===== config.mk =====
export PLATFORM = sky130hd
export DESIGN_NAME = slot_occupancy_debounce_labeler_flat
export DESIGN_NICKNAME = d
export VERILOG_FILES = /design/src/hw/rtl/sod_pkg.sv /design/src/hw/rtl/sod_if.sv /design/src/hw/rtl/sod_debounce.sv /design/src/hw/rtl/sod_labeler.sv /design/src/hw/rtl/slot_occupancy_debounce_labeler.sv /design/src/flat_wrapper.sv
export SDC_FILE = /design/constraint.sdc
export NUM_CORES = 2
export LEC_CHECK = 0
export BUFFER_PORTS_ARGS = -buffer_cell sky130_fd_sc_hd__buf_2
export CORE_MARGIN = 2
export CORE_UTILIZATION = 55
export CTS_CLUSTER_SIZE = 14
export DETAILED_ROUTE_END_ITERATION = 10
export PLACE_DENSITY = 0.75
export SETUP_SLACK_MARGIN = 0.15
export SLEW_MARGIN = 25
export SYNTH_ARGS = -nofsm -noshare
export SYNTH_HDL_FRONTEND = slang
export SYNTH_SLANG_ARGS = --single-unit
export TNS_END_PERCENT = 1

===== constraint.sdc =====
create_clock -name clk -period 6.4 [get_ports clk]
set_input_delay 1.28 -clock clk [delete_from_list [all_inputs] [get_ports clk]]
set_output_delay 1.28 -clock clk [all_outputs]
set_load 0.01 [all_outputs]

===== src/hw/rtl/sod_pkg.sv =====
// sod_pkg: shared widths, reset values, register indexes and structs
// for the slot occupancy debounce labeler
// no dependencies
package sod_pkg;

    localparam int SLOT_W  = 8;
    localparam int TIME_W  = 32;
    localparam int LABEL_W = 16;
    localparam int DELAY_W = 16;
    localparam int INDEX_W = 1;

    localparam int NUM_SLOTS_DEF  = 8;
    localparam int LABEL_BITS_DEF = 16;
    localparam int TIME_BITS_DEF  = 32;

    localparam logic [DELAY_W-1:0] DEBOUNCE_RESET = 16'd50;
    localparam logic [DELAY_W-1:0] DETECT_RESET   = 16'd500;

    localparam logic [INDEX_W-1:0] CFG_SETTLE_MS    = 1'b0;
    localparam logic [INDEX_W-1:0] CFG_DETECT_DELAY = 1'b1;

    typedef logic [SLOT_W-1:0][LABEL_W-1:0] label_vec_t;

    typedef struct packed {
        logic              advance;
        logic [SLOT_W-1:0] raw;
        logic [TIME_W-1:0] now;
    } step_t;

    typedef struct packed {
        logic [SLOT_W-1:0]  stable_switches;
        logic               check_done;
        logic [SLOT_W-1:0]  new_slots_mask;
        logic [LABEL_W-1:0] assigned_number;
        label_vec_t         labels;
    } result_t;

endpackage


===== src/hw/rtl/sod_if.sv =====
// sod_sample_if and sod_result_if: valid/ready channels for samples and results
// depends on sod_pkg
interface sod_sample_if;
    logic                       valid;
    logic                       ready;
    logic [sod_pkg::SLOT_W-1:0] raw_switches;
    logic [sod_pkg::TIME_W-1:0] time_ms;

    modport source (output valid, output raw_switches, output time_ms, input ready);
    modport sink   (input valid, input raw_switches, input time_ms, output ready);
endinterface

interface sod_result_if;
    logic                        valid;
    logic                        ready;
    logic [sod_pkg::SLOT_W-1:0]  stable_switches;
    logic                        check_done;
    logic [sod_pkg::SLOT_W-1:0]  new_slots_mask;
    logic [sod_pkg::LABEL_W-1:0] assigned_number;
    logic [sod_pkg::LABEL_W-1:0] label_slot0;
    logic [sod_pkg::LABEL_W-1:0] label_slot1;
    logic [sod_pkg::LABEL_W-1:0] label_slot2;
    logic [sod_pkg::LABEL_W-1:0] label_slot3;
    logic [sod_pkg::LABEL_W-1:0] label_slot4;
    logic [sod_pkg::LABEL_W-1:0] label_slot5;
    logic [sod_pkg::LABEL_W-1:0] label_slot6;
    logic [sod_pkg::LABEL_W-1:0] label_slot7;

    modport source (
        output valid, output stable_switches, output check_done, output new_slots_mask,
        output assigned_number, output label_slot0, output label_slot1,
        output label_slot2, output label_slot3, output label_slot4, output label_slot5,
        output label_slot6, output label_slot7, input ready
    );
    modport sink (
        input valid, input stable_switches, input check_done, input new_slots_mask,
        input assigned_number, input label_slot0, input label_slot1,
        input label_slot2, input label_slot3, input label_slot4, input label_slot5,
        input label_slot6, input label_slot7, output ready
    );
endinterface


===== src/hw/rtl/sod_debounce.sv =====
// sod_debounce: per-channel change stamps and stable levels
// depends on sod_pkg
module sod_debounce #(
    parameter int NUM_SLOTS = sod_pkg::NUM_SLOTS_DEF,
    parameter int TIME_BITS = sod_pkg::TIME_BITS_DEF
) (
    input  logic                        clk,
    input  logic                        rst_n,
    input  sod_pkg::step_t              step,
    input  logic [sod_pkg::DELAY_W-1:0] settle_ms,
    output logic [NUM_SLOTS-1:0]        stable_next
);

    logic [NUM_SLOTS-1:0]                prev_raw_reg;
    logic [NUM_SLOTS-1:0]                stable_reg;
    logic [NUM_SLOTS-1:0][TIME_BITS-1:0] stamp_reg;
    logic [NUM_SLOTS-1:0][TIME_BITS-1:0] stamp_next;
    logic [NUM_SLOTS-1:0][TIME_BITS-1:0] elapsed;
    logic [NUM_SLOTS-1:0]                raw;
    logic [TIME_BITS-1:0]                now;
    logic [TIME_BITS-1:0]                delay;

    assign raw   = step.raw[NUM_SLOTS-1:0];
    assign now   = step.now[TIME_BITS-1:0];
    assign delay = TIME_BITS'(settle_ms);

    always_comb
    begin
        for (int i = 0; i < NUM_SLOTS; i++)
        begin
            stamp_next[i] = (raw[i] != prev_raw_reg[i]) ? now : stamp_reg[i];
            elapsed[i]    = now - stamp_next[i];
            stable_next[i] = (elapsed[i] > delay) ? raw[i] : stable_reg[i];
        end
    end

    always_ff @(posedge clk or negedge rst_n)
    begin
        if (!rst_n)
        begin
            prev_raw_reg <= '0;
            stable_reg   <= '0;
            stamp_reg    <= '0;
        end
        else if (step.advance)
        begin
            prev_raw_reg <= raw;
            stable_reg   <= stable_next;
            stamp_reg    <= stamp_next;
        end
    end

endmodule


===== src/hw/rtl/sod_labeler.sv =====
// sod_labeler: detection arming, slot evaluation and container labels
// depends on sod_pkg; takes debounced levels from sod_debounce
module sod_labeler #(
    parameter int NUM_SLOTS  = sod_pkg::NUM_SLOTS_DEF,
    parameter int LABEL_BITS = sod_pkg::LABEL_BITS_DEF,
    parameter int TIME_BITS  = sod_pkg::TIME_BITS_DEF
) (
    input  logic                        clk,
    input  logic                        rst_n,
    input  sod_pkg::step_t              step,
    input  logic [NUM_SLOTS-1:0]        stable_next,
    input  logic [sod_pkg::DELAY_W-1:0] detect_delay,
    output sod_pkg::result_t            result_next
);

    localparam logic [LABEL_BITS-1:0] LABEL_MAX = {LABEL_BITS{1'b1}};
    localparam logic [LABEL_BITS-1:0] LABEL_ONE = LABEL_BITS'(1);

    logic                                 armed_reg;
    logic                                 armed_next;
    logic [TIME_BITS-1:0]                 dstamp_reg;
    logic [TIME_BITS-1:0]                 dstamp_next;
    logic [LABEL_BITS-1:0]                next_label_reg;
    logic [LABEL_BITS-1:0]                next_label_next;
    logic [NUM_SLOTS-1:0][LABEL_BITS-1:0] labels_reg;
    logic [NUM_SLOTS-1:0][LABEL_BITS-1:0] labels_next;
    logic [NUM_SLOTS-1:0]                 new_mask;
    logic [NUM_SLOTS-1:0]                 raw;
    logic [TIME_BITS-1:0]                 now;
    logic [TIME_BITS-1:0]                 elapsed;
    logic                                 done;
    sod_pkg::label_vec_t                  labels_out;

    assign raw     = step.raw[NUM_SLOTS-1:0];
    assign now     = step.now[TIME_BITS-1:0];
    assign elapsed = now - dstamp_reg;

    always_comb
    begin
        armed_next  = armed_reg;
        dstamp_next = dstamp_reg;
        done        = 1'b0;
        if (!armed_reg)
        begin
            if ((stable_next ^ raw) != '0)
            begin
                armed_next  = 1'b1;
                dstamp_next = now;
            end
        end
        else if (elapsed > TIME_BITS'(detect_delay))
        begin
            armed_next = 1'b0;
            done       = 1'b1;
        end

        for (int i = 0; i < NUM_SLOTS; i++)
        begin
            new_mask[i] = done && stable_next[i] && (labels_reg[i] == '0);
            if (new_mask[i])
                labels_next[i] = next_label_reg;
            else if (done && !stable_next[i])
                labels_next[i] = '0;
            else
                labels_next[i] = labels_reg[i];
        end

        if (new_mask != '0)
            next_label_next = (next_label_reg == LABEL_MAX) ? LABEL_ONE
                                                            : next_label_reg + LABEL_ONE;
        else
            next_label_next = next_label_reg;
    end

    for (genvar g = 0; g < sod_pkg::SLOT_W; g++)
    begin : g_label_out
        if (g < NUM_SLOTS)
        begin : g_used
            assign labels_out[g] = sod_pkg::LABEL_W'(labels_next[g]);
        end
        else
        begin : g_unused
            assign labels_out[g] = '0;
        end
    end

    always_comb
    begin
        result_next.stable_switches = sod_pkg::SLOT_W'(stable_next);
        result_next.check_done      = done;
        result_next.new_slots_mask  = sod_pkg::SLOT_W'(new_mask);
        result_next.assigned_number = (new_mask != '0)
                                      ? sod_pkg::LABEL_W'(next_label_reg) : '0;
        result_next.labels          = labels_out;
    end

    always_ff @(posedge clk or negedge rst_n)
    begin
        if (!rst_n)
        begin
            armed_reg      <= 1'b0;
            dstamp_reg     <= '0;
            next_label_reg <= LABEL_ONE;
            labels_reg     <= '0;
        end
        else if (step.advance)
        begin
            armed_reg      <= armed_next;
            dstamp_reg     <= dstamp_next;
            next_label_reg <= next_label_next;
            labels_reg     <= labels_next;
        end
    end

endmodule


===== src/hw/rtl/slot_occupancy_debounce_labeler.sv =====
// slot_occupancy_debounce_labeler: top level, sample register, result register
// and configuration registers
// depends on sod_pkg, sod_if, sod_debounce, sod_labeler
//
// usage
//   sample channel (valid/ready): eight raw switch levels and a millisecond stamp
//   result channel (valid/ready): debounced levels, evaluation flag, newly
//   labelled slots, the number given to them and the label of every slot
//   cfg_we/cfg_index/cfg_data: index 0 debounce delay, index 1 detection delay,
//   write only while no transfer is in flight
// timing
//   a sample is held in the sample register, worked on there by the debounce and
//   labelling logic, and loaded into the result register once that register is
//   empty or its result is taken
//   one sample per cycle sustained while results are taken; the state update path
//   from sample register to debounce, detection and label registers is combinational
// reset
//   delays return to 50 and 500, all slots empty, next container number 1
// stall
//   a held result stops the pipe only once the sample register is also full;
//   no transfer is lost or repeated
module slot_occupancy_debounce_labeler #(
    parameter int NUM_SLOTS  = sod_pkg::NUM_SLOTS_DEF,
    parameter int LABEL_BITS = sod_pkg::LABEL_BITS_DEF,
    parameter int TIME_BITS  = sod_pkg::TIME_BITS_DEF
) (
    input  logic                        clk,
    input  logic                        rst_n,
    sod_sample_if.sink                  sample,
    sod_result_if.source                result,
    input  logic                        cfg_we,
    input  logic [sod_pkg::INDEX_W-1:0] cfg_index,
    input  logic [sod_pkg::DELAY_W-1:0] cfg_data
);

    logic                        in_valid_reg;
    logic [sod_pkg::SLOT_W-1:0]  in_raw_reg;
    logic [sod_pkg::TIME_W-1:0]  in_time_reg;
    logic                        out_valid_reg;
    sod_pkg::result_t            out_reg;
    sod_pkg::result_t            result_next;
    logic [sod_pkg::DELAY_W-1:0] settle_ms_reg;
    logic [sod_pkg::DELAY_W-1:0] detect_delay_reg;
    logic [NUM_SLOTS-1:0]        stable_next;
    logic                        advance;
    sod_pkg::step_t              step;

    assign advance      = in_valid_reg && (!out_valid_reg || result.ready);
    assign sample.ready = !in_valid_reg || advance;

    assign step.advance = advance;
    assign step.raw     = in_raw_reg;
    assign step.now     = in_time_reg;

    sod_debounce #(
        .NUM_SLOTS (NUM_SLOTS),
        .TIME_BITS (TIME_BITS)
    ) u_debounce (
        .clk         (clk),
        .rst_n       (rst_n),
        .step        (step),
        .settle_ms   (settle_ms_reg),
        .stable_next (stable_next)
    );

    sod_labeler #(
        .NUM_SLOTS  (NUM_SLOTS),
        .LABEL_BITS (LABEL_BITS),
        .TIME_BITS  (TIME_BITS)
    ) u_labeler (
        .clk          (clk),
        .rst_n        (rst_n),
        .step         (step),
        .stable_next  (stable_next),
        .detect_delay (detect_delay_reg),
        .result_next  (result_next)
    );

    // configuration registers
    always_ff @(posedge clk or negedge rst_n)
    begin
        if (!rst_n)
        begin
            settle_ms_reg    <= sod_pkg::DEBOUNCE_RESET;
            detect_delay_reg <= sod_pkg::DETECT_RESET;
        end
        else if (cfg_we)
        begin
            case (cfg_index)
                sod_pkg::CFG_SETTLE_MS:    settle_ms_reg    <= cfg_data;
                sod_pkg::CFG_DETECT_DELAY: detect_delay_reg <= cfg_data;
                default: ;
            endcase
        end
    end

    // sample register
    always_ff @(posedge clk or negedge rst_n)
    begin
        if (!rst_n)
            in_valid_reg <= 1'b0;
        else if (sample.ready)
            in_valid_reg <= sample.valid;
    end

    always_ff @(posedge clk)
    begin
        if (sample.valid && sample.ready)
        begin
            in_raw_reg  <= sample.raw_switches;
            in_time_reg <= sample.time_ms;
        end
    end

    // result register
    always_ff @(posedge clk or negedge rst_n)
    begin
        if (!rst_n)
            out_valid_reg <= 1'b0;
        else if (advance)
            out_valid_reg <= 1'b1;
        else if (result.ready)
            out_valid_reg <= 1'b0;
    end

    always_ff @(posedge clk)
    begin
        if (advance)
            out_reg <= result_next;
    end

    assign result.valid           = out_valid_reg;
    assign result.stable_switches = out_reg.stable_switches;
    assign result.check_done      = out_reg.check_done;
    assign result.new_slots_mask  = out_reg.new_slots_mask;
    assign result.assigned_number = out_reg.assigned_number;
    assign result.label_slot0     = out_reg.labels[0];
    assign result.label_slot1     = out_reg.labels[1];
    assign result.label_slot2     = out_reg.labels[2];
    assign result.label_slot3     = out_reg.labels[3];
    assign result.label_slot4     = out_reg.labels[4];
    assign result.label_slot5     = out_reg.labels[5];
    assign result.label_slot6     = out_reg.labels[6];
    assign result.label_slot7     = out_reg.labels[7];

endmodule

===== src/flat_wrapper.sv =====
// flat-port wrapper written by rule: the top's interface ports become plain ports
module slot_occupancy_debounce_labeler_flat 
#(
    parameter int NUM_SLOTS  = sod_pkg::NUM_SLOTS_DEF,
    parameter int LABEL_BITS = sod_pkg::LABEL_BITS_DEF,
    parameter int TIME_BITS  = sod_pkg::TIME_BITS_DEF
)
  (clk, rst_n, cfg_we, cfg_index, cfg_data, sample_valid, sample_raw_switches, sample_time_ms, sample_ready, result_valid, result_stable_switches, result_check_done, result_new_slots_mask, result_assigned_number, result_label_slot0, result_label_slot1, result_label_slot2, result_label_slot3, result_label_slot4, result_label_slot5, result_label_slot6, result_label_slot7, result_ready);
  sod_sample_if sample_i ();
  sod_result_if result_i ();
  input  logic clk;
  input  logic rst_n;
  input  logic cfg_we;
  input  logic [sod_pkg::INDEX_W-1:0] cfg_index;
  input  logic [sod_pkg::DELAY_W-1:0] cfg_data;
  input wire logic [$bits(sample_i.valid)-1:0] sample_valid;
  input wire logic [$bits(sample_i.raw_switches)-1:0] sample_raw_switches;
  input wire logic [$bits(sample_i.time_ms)-1:0] sample_time_ms;
  output wire logic [$bits(sample_i.ready)-1:0] sample_ready;
  output wire logic [$bits(result_i.valid)-1:0] result_valid;
  output wire logic [$bits(result_i.stable_switches)-1:0] result_stable_switches;
  output wire logic [$bits(result_i.check_done)-1:0] result_check_done;
  output wire logic [$bits(result_i.new_slots_mask)-1:0] result_new_slots_mask;
  output wire logic [$bits(result_i.assigned_number)-1:0] result_assigned_number;
  output wire logic [$bits(result_i.label_slot0)-1:0] result_label_slot0;
  output wire logic [$bits(result_i.label_slot1)-1:0] result_label_slot1;
  output wire logic [$bits(result_i.label_slot2)-1:0] result_label_slot2;
  output wire logic [$bits(result_i.label_slot3)-1:0] result_label_slot3;
  output wire logic [$bits(result_i.label_slot4)-1:0] result_label_slot4;
  output wire logic [$bits(result_i.label_slot5)-1:0] result_label_slot5;
  output wire logic [$bits(result_i.label_slot6)-1:0] result_label_slot6;
  output wire logic [$bits(result_i.label_slot7)-1:0] result_label_slot7;
  input wire logic [$bits(result_i.ready)-1:0] result_ready;
  assign sample_i.valid = sample_valid;
  assign sample_i.raw_switches = sample_raw_switches;
  assign sample_i.time_ms = sample_time_ms;
  assign sample_ready = sample_i.ready;
  assign result_valid = result_i.valid;
  assign result_stable_switches = result_i.stable_switches;
  assign result_check_done = result_i.check_done;
  assign result_new_slots_mask = result_i.new_slots_mask;
  assign result_assigned_number = result_i.assigned_number;
  assign result_label_slot0 = result_i.label_slot0;
  assign result_label_slot1 = result_i.label_slot1;
  assign result_label_slot2 = result_i.label_slot2;
  assign result_label_slot3 = result_i.label_slot3;
  assign result_label_slot4 = result_i.label_slot4;
  assign result_label_slot5 = result_i.label_slot5;
  assign result_label_slot6 = result_i.label_slot6;
  assign result_label_slot7 = result_i.label_slot7;
  assign result_i.ready = result_ready;
  slot_occupancy_debounce_labeler #(.NUM_SLOTS(NUM_SLOTS), .LABEL_BITS(LABEL_BITS), .TIME_BITS(TIME_BITS)) u_core (.clk(clk), .rst_n(rst_n), .sample(sample_i), .result(result_i), .cfg_we(cfg_we), .cfg_index(cfg_index), .cfg_data(cfg_data));
endmodule

==> flow_metrics.tcl <==
set metrics [dict create \
    result_of_the_run "finished clean" \
    fin_crit_ns 6.36 \
    ioPinCount 225 \
    biggest_cell_delay_along_the_critical_path_ns 0.49 \
    gp_congestion 1.01 \
    count_of_max_cap_constraint_violations 0 \
    initial_utilization 0.556 \
    grt_start_max_net_pins 140 \
    grt_pass1_wl_um 288000 \
    antenna_violating_nets_post_route 0 \
    grt_usage 0.376 \
    cts_max_path_buffers 3 \
    cp_max_fo 5 \
    core_area_um2 96900 \
    upper_clock_frequency_limit_ghz 0.157 \
    final_cycle_utilization_of_the_critical_path 0.993 \
    crit_path_frequent_cell "buf_4" \
    syn-cell-area_um2 53900 \
    clock_transition_at_the_register_clock_pins_on_the_worst_setup_and_hold_paths_after_cts_ns 0.06 \
    endpoint_required_time_on_the_critical_path_ns 6.93 \
    cts.sinks 684 \
    final_max_slew_viol_count 0 \
    number_of_library_cell_types_mapped_by_synthesis 125 \
    seq_area_um2 18100 \
    yosys_register_bits 684 \
    cp_max_delay_cell "edfxtp_1" \
    timing.hold.worst.class "register to register" \
    peakVddDrop_v 0.000236 \
    die_x_um 317 \
    final_hold_viol_count 0 \
    largest_register_ff_count 256 \
    routed_via_density 6.45 \
    cts_tree "built" \
    ys_async_sr_fraction 0.706 \
    synth.yosys.seq_area_share 0.337 \
    synth.top_cells.by_area "dfrtp_1, edfxtp_1, ha_1" \
    drt_drc_violations_left 0 \
    power_per_cell_area_nw_per_um2 367 \
    critical_path.endpoint_type "register" \
    clk_latency_ns 0.68 \
    unrepaired_setup_endpoints_after_global_routing "true" \
    dieArea_um2 100000 \
    normalized_max_slew_margin 0.340 \
    first_iter_violations 5535 \
    layout_cells_sized_above_1 0.168 \
    detail_route.wl_per_cell_um 24.3 \
    dp_hpwl_um 147000 \
    vias 51700 \
    worst_setup_path_start_kind "register" \
    setup_tns_ns 0 \
    io_buffer_count 224 \
    detailed_place.area_um2 58500 \
    h-tree-depth 3 \
    mappedNetlistNets 6714 \
    power.static_leakage_nw 27.0 \
    syn_inst 6307 \
    multiInputGateArea_um2 33900 \
    first_global_vias 48500 \
    placement_rows 114 \
    gr-total-overflow 0 \
    clock_tree.root_cell "clkbuf_16" \
    cp_data_arrival_time_ns 6.88 \
    fp.dieH_um 317 \
    flow.area_growth_from_synthesis_pct 15.5 \
    filler_cell_count 8222 \
    worst_margin_pin_slew_ns 0.990 \
    yosys.area.top_type_share 0.220 \
    numCtsBuffers 80 \
    synth.yosys.warnings 0 \
    grt_antenna_before_repair 14 \
    skew_ns 0.0303 \
    dominantRegCellSynth "dfrtp_1" \
    critical_path_class "register to register" \
    synth-edff-count 201 \
    design.final.nets 7080 \
    worst_hold_slack_after_final_layout_ns 0.477 \
    detail_route.wirelength_um 195000 \
    synth_area_per_cell_um2 8.54 \
    yosysTopAreaCell "dfrtp_1" \
    dr.pass1.iters 8 \
    setup-violations-final 0 \
    finalInstanceArea_um2 62200 \
]
-- layer usage --
metal / global-route usage / part of all wire
met4: 0.199 / 0.061
met2: 0.590 / 0.45
met5: 0 / 0.00014
met1: 0.492 / 0.40
met3: 0.0713 / 0.087
-- final timing paths --
kind | startpoint | cells past startpoint | to | slack [ns]
worst max-delay path | u_core.in_raw_reg[6]$_DFFE_PP_ | 35 | u_core.u_labeler.next_label_reg[15]$_DFFE_PN0P_ | 0.04
worst min-delay path | u_core.u_debounce.stamp_reg[186]$_DFFE_PN0P_ | 2 | u_core.u_debounce.stamp_reg[186]$_DFFE_PN0P_ | 0.48
worst max register to register | u_core.in_raw_reg[6]$_DFFE_PP_ | 35 | u_core.u_labeler.next_label_reg[15]$_DFFE_PN0P_ | 0.04
worst min register to register | u_core.u_debounce.stamp_reg[186]$_DFFE_PN0P_ | 2 | u_core.u_debounce.stamp_reg[186]$_DFFE_PN0P_ | 0.48
max in group asynchronous | rst_n | 2 | u_core.u_labeler.labels_reg[40]$_DFFE_PN0P_ | 4.56
min in group asynchronous | rst_n | 1 | u_core.u_debounce.stamp_reg[154]$_DFFE_PN0P_ | 0.62
-- synthesized netlist by cell type, types with 18 or more instances --
cell / instances
a2111oi_0: 28
a211o_1: 23
a211oi_1: 60
a21boi_0: 19
a21o_1: 109
a21oi_1: 418
a22o_1: 68
a31oi_1: 57
and2_1: 49
and3_1: 56
and4_1: 20
buf_1: 22
buf_2: 45
buf_6: 19
clkbuf_1: 283
dfrtp_1: 473
edfxtp_1: 201
ha_1: 344
inv_1: 236
maj3_1: 63
mux2_2: 105
mux2i_1: 199
nand2_1: 852
nand2b_1: 107
nand3_1: 125
nand3b_1: 18
nand4_1: 116
nor2_1: 369
nor2b_1: 90
nor3_1: 100
nor4_1: 70
o2111ai_1: 22
o211ai_1: 60
o21a_1: 66
o21ai_0: 608
o21bai_1: 37
o22ai_1: 19
o31a_1: 18
o31ai_1: 25
or2_2: 26
or3_1: 31
xnor2_1: 159
xor2_1: 102
-- final cells by class --
type | instances | share of cell area
multi-input cells | 4995 | 0.545
clock buffers | 120 | 0.0371
inverters | 242 | 0.0148
flip-flops and latches | 684 | 0.291
repair buffers | 670 | 0.0807
well taps | 1276 | 0.0257
clock inverters | 25 | 0.00483
diodes | 7 | 0.000282
-- placed cells by master (no fill, tap or decap), types with 31 or more instances in the layout --
cell and instances:
buf_4 395, mux2i_1 194, xor2_1 97, nor3_1 95, buf_2 223, and2_1 48
nor2_1 361, a22o_1 68, nand3_1 123, edfxtp_1 201, a21o_1 108, ha_1 338
buf_12 35, nand2_1 847, o21ai_0 586, a211oi_1 52, maj3_1 63, or3_1 31
o21bai_1 37, o211ai_1 60, inv_1 232, nand4_1 116, xnor2_1 151, and3_1 56
nand2b_1 106, nor2b_1 89, o21a_1 66, o21ai_1 32, a21oi_1 411, dfrtp_1 472
mux2_2 102, clkbuf_16 85, nor4_1 59, a31oi_1 54
-- worst max-delay path, delay by kind of cell, from the launching register on --
| family | cells | cell delay (ns) |
|---|---|---|
| flops | 1 | 0.49 |
| compound gates | 13 | 2.06 |
| mux | 2 | 0.52 |
| fa+ha+maj | 3 | 0.64 |
| xor+xnor | 1 | 0.24 |
| simple gates | 9 | 1.24 |
| buf+inv | 7 | 1.03 |
-- cells by family (layout without fill, tap and decap cells) --
group	Yosys count	count (layout)	synth area share
buffers and inverters	628	1057	0.0489
muxes	306	306	0.0594
AOI/OAI and AO/OA	1906	1906	0.230
adders and majority gates	412	412	0.0928
and+or+nand+nor	2103	2103	0.188
other	0	7	0
xor gates and xnor gates	268	268	0.0446
DFF	684	684	0.337
-- report_power, final --
group          internal (mW)  switching, mW  total [mW]
sequential              5.19          0.608        5.80
clock                   2.64           2.00        4.64
combinational           5.09           7.28        12.4
-- timing repair --
item / CTS / global route
resized for setup: 60 / 121
pin swaps: 35 / 85
endpoints found under the setup margin: 227 / 327
hold buffers: 0 / 0
setup buffers: 15 / 19
gates cloned: 0 / 1
-- per-stage QoR --
| step | setup slack [ns] | std cells | power (mW) | util |
|---|---|---|---|---|
| 2_1_floorplan | -0.493 | 6307 | 13.9 | - |
| 3_3_place_gp | -0.168 | 7830 | 17.3 | 0.604 |
| 3_5_place_dp | -0.264 | 7831 | 17.5 | 0.604 |
| 4_1_cts | 0.00756 | 7991 | 22.3 | 0.635 |
| 5_1_grt | -0.293 | 8016 | 24.2 | 0.642 |
| 6_report | 0.0448 | 8019 | 22.8 | 0.642 |
Power figures use the tool's default switching activity.
